### src/hdl/uctcd_pkg.sv
// ----------------------------------------------------------------------------
// uctcd_pkg: shared types and constants of the use count tag cache directory
// Entry count, field widths, register and request codes, sequencer states.
// ----------------------------------------------------------------------------
`default_nettype none

package uctcd_pkg;

   localparam int ENTRIES    = 16;
   localparam int IDX_W      = (ENTRIES > 1) ? $clog2(ENTRIES) : 1;
   localparam int KEY_W      = 32;
   localparam int USES_W     = 14;
   localparam int SLOT_W     = 4;
   localparam int RSP_DATA_W = 8;
   localparam int CSR_ADDR_W = 3;
   localparam int CSR_DATA_W = 32;

   localparam logic [USES_W-1:0] LIMIT_RESET = USES_W'(9999);

   // register index (word address)
   localparam logic REG_COUNT_LIMIT = 1'b0;

   // request kind carried on tuser
   localparam logic KIND_LOOKUP = 1'b0;
   localparam logic KIND_INSERT = 1'b1;

   typedef enum logic [1:0] {
      ST_IDLE,
      ST_SCAN,
      ST_DONE
   } state_type;

endpackage

`default_nettype wire

### src/hdl/use_count_tag_cache_directory_top.sv
// ----------------------------------------------------------------------------
// use_count_tag_cache_directory_top: LFU directory of a fully associative cache
// Lookup and insert of key tags with saturating use counts, scanned one entry
// per cycle through a single shared compare unit.
// ----------------------------------------------------------------------------
//
//  channel  | direction | contents
//  ---------+-----------+-------------------------------------------------
//  req_     | in        | tuser: kind; tdata: key
//  rsp_     | out       | tdata: hit, slot, displaced (zero padded to 8 bits)
//  csr_     | in (APB)  | count_limit at byte address 0
//
//  A transaction is accepted in idle, then scans the entries in order (at most
//  ENTRIES, fewer when a lookup hits or an insert finds an empty entry) and then
//  finishes. req_tready is high only in idle. A finished result waits in the output
//  register; the next transaction scans meanwhile and holds in its finish cycle until
//  that register frees.
//  Reset empties every entry and clears all counts at once; no sweep.
// ----------------------------------------------------------------------------
`default_nettype none

module use_count_tag_cache_directory_top (
   input  wire logic                              clock,
   input  wire logic                              reset,
   // request stream
   input  wire logic                              req_tvalid,
   output logic                                   req_tready,
   input  wire logic [uctcd_pkg::KEY_W-1:0]       req_tdata,  // [31:0] key
   input  wire logic                              req_tuser,  // [0] kind
   // response stream
   output logic                                   rsp_tvalid,
   input  wire logic                              rsp_tready,
   output logic [uctcd_pkg::RSP_DATA_W-1:0]       rsp_tdata,  // [0] hit, [4:1] slot,
                                                              // [5] displaced, [7:6] zero
   // configuration port
   input  wire logic                              csr_psel,
   input  wire logic                              csr_penable,
   input  wire logic                              csr_pwrite,
   input  wire logic [uctcd_pkg::CSR_ADDR_W-1:0]  csr_paddr,
   input  wire logic [uctcd_pkg::CSR_DATA_W-1:0]  csr_pwdata,
   output logic [uctcd_pkg::CSR_DATA_W-1:0]       csr_prdata,
   output logic                                   csr_pready
);

   import uctcd_pkg::*;

   // directory storage
   logic              entry_valid_ff [ENTRIES];
   logic              entry_valid_in [ENTRIES];
   logic [KEY_W-1:0]  entry_key_ff   [ENTRIES];
   logic [KEY_W-1:0]  entry_key_in   [ENTRIES];
   logic [USES_W-1:0] entry_uses_ff  [ENTRIES];
   logic [USES_W-1:0] entry_uses_in  [ENTRIES];

   // configuration
   logic [USES_W-1:0] count_limit_ff, count_limit_in;

   // sequencer and working registers
   state_type         state_ff, state_in;
   logic              kind_ff, kind_in;
   logic [KEY_W-1:0]  key_ff, key_in;
   logic [IDX_W-1:0]  idx_ff, idx_in;
   logic [IDX_W-1:0]  target_ff, target_in;
   logic              found_ff, found_in;
   logic [USES_W-1:0] least_ff, least_in;
   logic [USES_W-1:0] hit_uses_ff, hit_uses_in;

   // output register
   logic                  rsp_valid_ff, rsp_valid_in;
   logic [RSP_DATA_W-1:0] rsp_data_ff, rsp_data_in;

   // shared compare unit: looks at the one entry the scan index points to
   logic              cur_valid;
   logic [KEY_W-1:0]  cur_key;
   logic [USES_W-1:0] cur_uses;
   logic              key_match;
   logic              uses_below;
   logic              last_idx;
   logic              csr_write;
   logic              out_free;

   assign cur_valid  = entry_valid_ff[idx_ff];
   assign cur_key    = entry_key_ff[idx_ff];
   assign cur_uses   = entry_uses_ff[idx_ff];
   assign key_match  = cur_valid && (cur_key == key_ff);
   assign uses_below = cur_uses < least_ff;
   assign last_idx   = (idx_ff == IDX_W'(ENTRIES - 1));
   assign out_free   = !rsp_valid_ff || rsp_tready;

   // APB: always ready, single register at word 0
   assign csr_pready = 1'b1;
   assign csr_write  = csr_psel && csr_penable && csr_pwrite;
   assign csr_prdata = (csr_paddr[CSR_ADDR_W-1] == REG_COUNT_LIMIT)
                       ? CSR_DATA_W'(count_limit_ff) : '0;

   assign req_tready = (state_ff == ST_IDLE);
   assign rsp_tvalid = rsp_valid_ff;
   assign rsp_tdata  = rsp_data_ff;

   always_comb begin
      state_in       = state_ff;
      kind_in        = kind_ff;
      key_in         = key_ff;
      idx_in         = idx_ff;
      target_in      = target_ff;
      found_in       = found_ff;
      least_in       = least_ff;
      hit_uses_in    = hit_uses_ff;
      rsp_valid_in   = rsp_valid_ff;
      rsp_data_in    = rsp_data_ff;
      count_limit_in = count_limit_ff;
      entry_valid_in = entry_valid_ff;
      entry_key_in   = entry_key_ff;
      entry_uses_in  = entry_uses_ff;

      // drop the response once taken
      if (rsp_valid_ff && rsp_tready) begin
         rsp_valid_in = 1'b0;
      end

      // configuration write; word addresses beyond the list are ignored
      if (csr_write && (csr_paddr[CSR_ADDR_W-1] == REG_COUNT_LIMIT)) begin
         count_limit_in = csr_pwdata[USES_W-1:0];
      end

      case (state_ff)
         ST_IDLE: begin
            if (req_tvalid) begin
               kind_in   = req_tuser;
               key_in    = req_tdata;
               idx_in    = '0;
               target_in = '0;
               found_in  = 1'b0;
               least_in  = count_limit_ff;
               state_in  = ST_SCAN;
            end
         end

         ST_SCAN: begin
            if (kind_ff == KIND_LOOKUP) begin
               // stop at the lowest matching entry
               if (key_match) begin
                  found_in    = 1'b1;
                  target_in   = idx_ff;
                  hit_uses_in = cur_uses;
                  state_in    = ST_DONE;
               end else if (last_idx) begin
                  state_in = ST_DONE;
               end else begin
                  idx_in = idx_ff + IDX_W'(1);
               end
            end else begin
               // first empty entry wins outright; else track the least count
               if (!cur_valid) begin
                  found_in  = 1'b1;
                  target_in = idx_ff;
                  state_in  = ST_DONE;
               end else begin
                  if (uses_below) begin
                     least_in  = cur_uses;
                     target_in = idx_ff;
                  end
                  if (last_idx) begin
                     state_in = ST_DONE;
                  end else begin
                     idx_in = idx_ff + IDX_W'(1);
                  end
               end
            end
         end

         ST_DONE: begin
            // hold until the output register is free, then commit
            if (out_free) begin
               rsp_valid_in = 1'b1;
               if (kind_ff == KIND_LOOKUP) begin
                  rsp_data_in = RSP_DATA_W'({1'b0,
                                             found_ff ? SLOT_W'(target_ff) : SLOT_W'(0),
                                             found_ff});
                  if (found_ff && (hit_uses_ff < count_limit_ff)) begin
                     entry_uses_in[target_ff] = hit_uses_ff + USES_W'(1);
                  end
               end else begin
                  rsp_data_in = RSP_DATA_W'({!found_ff, SLOT_W'(target_ff), 1'b0});
                  entry_valid_in[target_ff] = 1'b1;
                  entry_key_in[target_ff]   = key_ff;
                  entry_uses_in[target_ff]  = '0;
               end
               state_in = ST_IDLE;
            end
         end

         default: begin
            state_in = ST_IDLE;
         end
      endcase
   end

   always_ff @(posedge clock) begin
      if (reset) begin
         state_ff       <= ST_IDLE;
         rsp_valid_ff   <= 1'b0;
         count_limit_ff <= LIMIT_RESET;
         for (int i = 0; i < ENTRIES; i++) begin
            entry_valid_ff[i] <= 1'b0;
            entry_uses_ff[i]  <= '0;
         end
      end else begin
         state_ff       <= state_in;
         rsp_valid_ff   <= rsp_valid_in;
         count_limit_ff <= count_limit_in;
         entry_valid_ff <= entry_valid_in;
         entry_uses_ff  <= entry_uses_in;
      end
   end

   // payload registers, no reset
   always_ff @(posedge clock) begin
      kind_ff      <= kind_in;
      key_ff       <= key_in;
      idx_ff       <= idx_in;
      target_ff    <= target_in;
      found_ff     <= found_in;
      least_ff     <= least_in;
      hit_uses_ff  <= hit_uses_in;
      rsp_data_ff  <= rsp_data_in;
      entry_key_ff <= entry_key_in;
   end

endmodule

`default_nettype wire
### config.mk
export PLATFORM = sky130hd
export DESIGN_NAME = use_count_tag_cache_directory_top
export DESIGN_NICKNAME = d
export VERILOG_FILES = /design/src/hdl/uctcd_pkg.sv /design/src/hdl/use_count_tag_cache_directory_top.sv
export SDC_FILE = /design/constraint.sdc
export NUM_CORES = 1
export LEC_CHECK = 0
export BUFFER_PORTS_ARGS = -buffer_cell sky130_fd_sc_hd__clkbuf_2
export CAP_MARGIN = 20
export CORE_MARGIN = 2
export CORE_UTILIZATION = 45
export CTS_CLUSTER_SIZE = 30
export DETAILED_ROUTE_END_ITERATION = 6
export SLEW_MARGIN = 20
export SYNTH_ARGS = -nofsm -noshare
export SYNTH_HDL_FRONTEND = slang
export SYNTH_SLANG_ARGS = --single-unit
### constraint.sdc
create_clock -name clock -period 6.1 [get_ports clock]
set_input_delay 1.525 -clock clock [delete_from_list [all_inputs] [get_ports clock]]
set_output_delay 1.525 -clock clock [all_outputs]
set_load 0.01 [all_outputs]
# Word-level counts from Yosys, hierarchy flattened
# Cells that the tools add are included.
# totals
register_bits	847
in_bits	75
output_inout_bits	43
word_cells	165
# classes
add_sub_neg	2
n_lt_le_gt_ge	5
eq_ne	14
n_mux	53
n_bitwise	7
reduce_logical	23
# ops
op	count
bitwise mux 512 bit	1
2-to-1 mux 224 bit	2
AND 224 bit	1
bitwise mux 224 bit	1
NOT 224 bit	1
binary-select mux 32 bit (select 4 bit)	1
demux 32 bit (select 4 bit)	1
2-to-1 mux 14 bit	8
2-to-1 mux 32 bit	3
binary-select mux 14 bit (select 4 bit)	1
demux 14 bit (select 4 bit)	1
2-to-1 mux 4 bit	10
equality test 32 bit	1
less-than comparator 14 bit	2
one-hot mux 14 bit (2 select lines)	1
OR 16 bit	1
one-hot mux 4 bit (2 select lines)	2
adder 14 x 1 -> 14 bit, second input constant	1
2-to-1 mux 2 bit	6
!= test 3 bit, second input constant	4
AND reduction 4 bit	3
>= comparator 5 bit, second input constant	2
2-to-1 mux 1 bit	10
!= test 2 bit, second input constant	5
21 further kinds	35

# Logic depth before layout (Yosys ltp)
# logic_depth
ltp_word	9
mapped_depth	20
mapped_depth_nobuf	12

# Worst setup path before layout
# No wires, ideal clock.
# synth_timing
kind	input-to-reg
from	input rsp_tready
to	register entry_uses_ff[212] (netlist name)
setup_ps	142
t_arrival_ps	5466
required_time_ps	5958
slack_ps	493
stages	9
path_buffers	1
path_cell_list	nand2b_1 -> nor2b_1 -> and2_1 -> nand2_1 -> nor3_1 -> nor2_1 -> clkbuf_1 -> nand2_1 -> mux2i_1
# synth_via
elab_chain_len	2
# synth_rtl
item	line_no	source
start: declaration	use_count_tag_cache_directory_top.sv:32	input wire logic rsp_tready,
logical OR 1 bit	use_count_tag_cache_directory_top.sv:88	assign out_free = !rsp_valid_ff || rsp_tready;
AND reduction 3 bit (no source line)	n/a	
end signal: assignment	use_count_tag_cache_directory_top.sv:213	entry_uses_ff <= entry_uses_in;
end: declaration	use_count_tag_cache_directory_top.sv:52	logic [USES_W-1:0] entry_uses_ff [ENTRIES];
# Every way passes these cells.
# A chain may end at the register's enable or synchronous reset.

# Final worst setup path
# layout_timing
from	register idx_ff[0]
to	register hit_uses_ff[2], enable pin
# layout_via
elab_chain_len	7
word_cells_on_any_way	10
cone_classes	1 x eq/ne; 6 x mux; 1 x bitwise; 2 x reduce/logical
# layout_rtl
item	line_no	source
start: declaration	use_count_tag_cache_directory_top.sv:62	logic [IDX_W-1:0] idx_ff, idx_in;
start signal: assignment	use_count_tag_cache_directory_top.sv:221	idx_ff <= idx_in;
NOT 4 -> 5 bit (not written as such) *	use_count_tag_cache_directory_top.sv:82, use_count_tag_cache_directory_top.sv:83	
binary-select mux 32 bit (select 4 bit)	use_count_tag_cache_directory_top.sv:83	assign cur_key = entry_key_ff[idx_ff];
2-to-1 mux 32 bit (not written as such) (2 in series)	use_count_tag_cache_directory_top.sv:83	
equality test 32 bit	use_count_tag_cache_directory_top.sv:85	assign key_match = cur_valid && (cur_key == key_ff);
logical AND 1 bit *	use_count_tag_cache_directory_top.sv:85	
AND reduction 3 bit (no source line) *	n/a	
end signal: assignment	use_count_tag_cache_directory_top.sv:225	hit_uses_ff <= hit_uses_in;
end: declaration	use_count_tag_cache_directory_top.sv:66	logic [USES_W-1:0] hit_uses_ff, hit_uses_in;
# Mark *: on every way between the ends. The rest lies on a longest branch, timed or not. The select of a mux whose other input is x is not followed.

==> qor.txt <==
Routed len/inst: 25.7 um
Post-synthesis instance total: 2250
Max Clock Skew: 0.0229 ns
Max-cap violation count: 0
Largest net degree at the start of global routing: 111
Final Cycle Share: 76.1%
NetSw: 2.90 mW
Reg power frac: 50.3%
Cts hold-fix bufs: 0
Crit end category: flip-flop
WL final: 89000 um
Synth unique cells: 71
Most common cell on crit path: mux4_2
Initial Util: 45.4%
Post-Syn Area: 0.0350 mm2
Layout area overhead: 13.0%
Mean Syn Cell Area: 15.6 um2
Worst path max stage delay: 0.79 ns
# clock sinks: 845
Chip width: 283 um
Grt ovf: 0
Post-synth EDFFs: 588
Post-layout net count: 2456
Antenna violations before repair: 0
Critical path's slowest cell: and4b_1
Vias in the first global route: 20300
Slack of the critical path: 1.46 ns
Port Buffer Count: 76
Crit path DAT: 4.90 ns
Ys async rst share: 0%
Gp weighted congestion: 0.816
Die Ht: 283 um
# H-tree levels: 3
Place WS: 1.25 ns
CTS tree: yes
Hold crit path type: reg -> reg
Final setup viols: 0
# resized after CTS: 0
Status: finished clean
Top delay family on crit path: simple AND/OR/NAND/NOR gates
Clk pwr share: 41.8%
CP required: 6.36 ns
Share of cells above drive strength 1: 21.1%
Core ar.: 0.0772 mm2
CTS buffer count: 87
Fin. Hold Viols: 0
Crit start category: flip-flop
FF+latch count, synth: 845
DR pass1 iterations: 5
Slew Limit Headroom: 24.1%
Post-CTS setup buffers: 0
Switch share: 23.2%
Overall Global Routing Usage: 22.2%
RSZ-0062 raised after global routing: false
Fin crit period: 4.64 ns
Vias per Instance: 5.73
Worst-margin pin slew: 1.14 ns
Synth top area share: 50.4%
Highest Clock Rate: 215 MHz
# IOs: 118
Clk Latency, worst-skew pair: 0.65 ns
Kind of critical path: reg -> reg
Buf/Inv on CP: 1
Clock transition at the registers of the reported paths: 0.06 ns
Final instance area: 0.0396 mm2
Flop-to-flop setup slack: 1.46 ns
Number of synthesis warnings: 0
Post-detail-place hpwl: 53100 um
Post-Place Cell Area: 0.0368 mm2
Pint: 9.59 mW
Cell taking the most area after synthesis: edfxtp_1
First-pass GRT wire length: 133000 um
Worst-path maximum fanout: 68
Sequential area share after synthesis: 65.1%
Lkg Pwr: 14.4 nW
Largest cells by area after synthesis: edfxtp_1 50%, dfxtp_1 15%, mux4_2 12%
Pwr dens: 316 mW/mm2
Top_reg_cell synth: edfxtp_1
Ant diodes: 0
Antenna-violating nets left: 0
Critical Path, Cell by Cell: buf_12 -> mux4_2 -> mux4_2 -> xor2_1 -> nor2_1 -> o2111ai_1 -> or3_1 -> nor4_1 -> and4b_1
# rows: 102
Max-slew violation count: 0
Initial DRC Count: 1472
Logic gate share of total power: 7.9%
Max Root-Sink Buffers: 3
DR vias: 19900
TNS Setup: 0 ns
Die area: 0.0801 mm2
Clock root cell: clkbuf_16
DRC viols: 0
Peak VDD IR: 0.000267 V
[area by class of cell]
| type | instances | area, um2 |
|---|---|---|
| sequential | 845 | 22800 |
| clock buffer | 119 | 2480 |
| timing repair buffer | 149 | 1010 |
| multi-input combinational | 1233 | 11500 |
| clock inverter | 42 | 325 |
| fill | 6415 | 37600 |
| tap | 1040 | 1300 |
| inverter | 37 | 139 |
[path summary, 6_finish.rpt]
kind         cells after the start                 end          startpoint
max                              9      hit_uses_ff[2]           idx_ff[0]
min                              2  entry_uses_ff[133]  entry_uses_ff[133]
max reg2reg                      9      hit_uses_ff[2]           idx_ff[0]
min reg2reg                      2  entry_uses_ff[133]  entry_uses_ff[133]
[cells in the mapped netlist, types with 9 or more instances]
master      n
xnor2_1    27
nor3_1      9
clkbuf_1   73
mux2i_1   299
buf_1      19
xor2_1     21
o21ai_1    16
a22o_1     12
edfxtp_1  588
nand2_1   285
a221oi_1   11
buf_2      25
inv_1      35
nor2b_1    24
and3_1      9
ha_1       28
nand3_1    18
nand2b_1   12
o211ai_1   13
mux4_2    187
dfxtp_1   257
nor2_1    103
a21oi_1    23
buf_4      30
[per-stage QoR]
step | hold WS, ns | total power, mW | instances | util, %
2_1_floorplan | 0.432 | 7.09 | 2269 | -
3_3_place_gp | 0.438 | 7.39 | 3303 | 47.6
3_5_place_dp | 0.446 | 7.41 | 3303 | 47.6
4_1_cts | 0.454 | 12.6 | 3464 | 51.2
5_1_grt | 0.465 | 12.9 | 3465 | 51.3
6_report | 0.453 | 12.5 | 3465 | 51.3
[layout by cell type, fill, tap and decap left out, types with 5 or more instances in the layout]
cell type and n:
edfxtp_1 588, mux2i_1 299, nand2_1 285, dfxtp_1 257, mux4_2 187, nor2_1 91, clkbuf_16 89, clkbuf_2 76
buf_4 67, inv_1 34, ha_1 28, xnor2_1 27, nor2b_1 24, xor2_1 21, conb_1 21, a21oi_1 20
nand3_1 18, clkinv_2 16, o21ai_1 15, clkinv_1 15, clkbuf_1 15, clkbuf_8 14, o211ai_1 13, nand2b_1 12
nor2_4 12, a22o_1 12, a221oi_1 11, and3_1 9, a22oi_1 8, a211o_1 8, and2_1 7, a21o_1 7
mux2_2 6, o22ai_1 5, or3_1 5, nand4_1 5, o21ai_0 5, nor3_1 5, buf_12 5
[tightest hold or removal path: cells and delay by family (launching register included)]
kind	cells	cell delay (ns)
simple gates	1	0.05
flops	1	0.31
mux	1	0.05
[registers in the layout, summed over array words and instances, names as in the netlist, 6 cells and up]
signal and cells:
entry_key_ff 512, entry_uses_ff 224, key_ff 32, entry_valid_ff 16, count_limit_ff 14, hit_uses_ff 14, least_ff 14, rsp_tdata 6
[routing by layer]
layer	up-vias	global-route usage [%]	wire, um
met5	-	0	0
met4	0	6.24	2130
met3	126	3.20	4700
met2	653	37.0	44100
met1	10400	30.5	38100
li1	8731	-	-
[power by group through the flow]
stage / Combinational, mW / Clock, mW / Sequential (mW)
floorplan: 0.719 / 0 / 6.37
global placement: 0.988 / 0 / 6.40
detailed placement: 0.994 / 0 / 6.41
CTS: 0.998 / 5.31 / 6.29
global route: 1.05 / 5.52 / 6.30
finish: 0.983 / 5.22 / 6.29
[kinds of logic (layout without fill, tap and decap cells)]
group / after synthesis / in the layout / synth area share, %
flops: 845 / 845 / 65.1
mux: 493 / 493 / 20.8
buf+inv: 191 / 347 / 2.63
compound gates: 142 / 142 / 2.98
fa+ha+maj: 28 / 28 / 1.00
other cells: 2 / 21 / 0.0214
simple gates: 501 / 501 / 6.25
xor+xnor: 48 / 48 / 1.20
No activity file was read; power rests on OpenSTA's default activity.
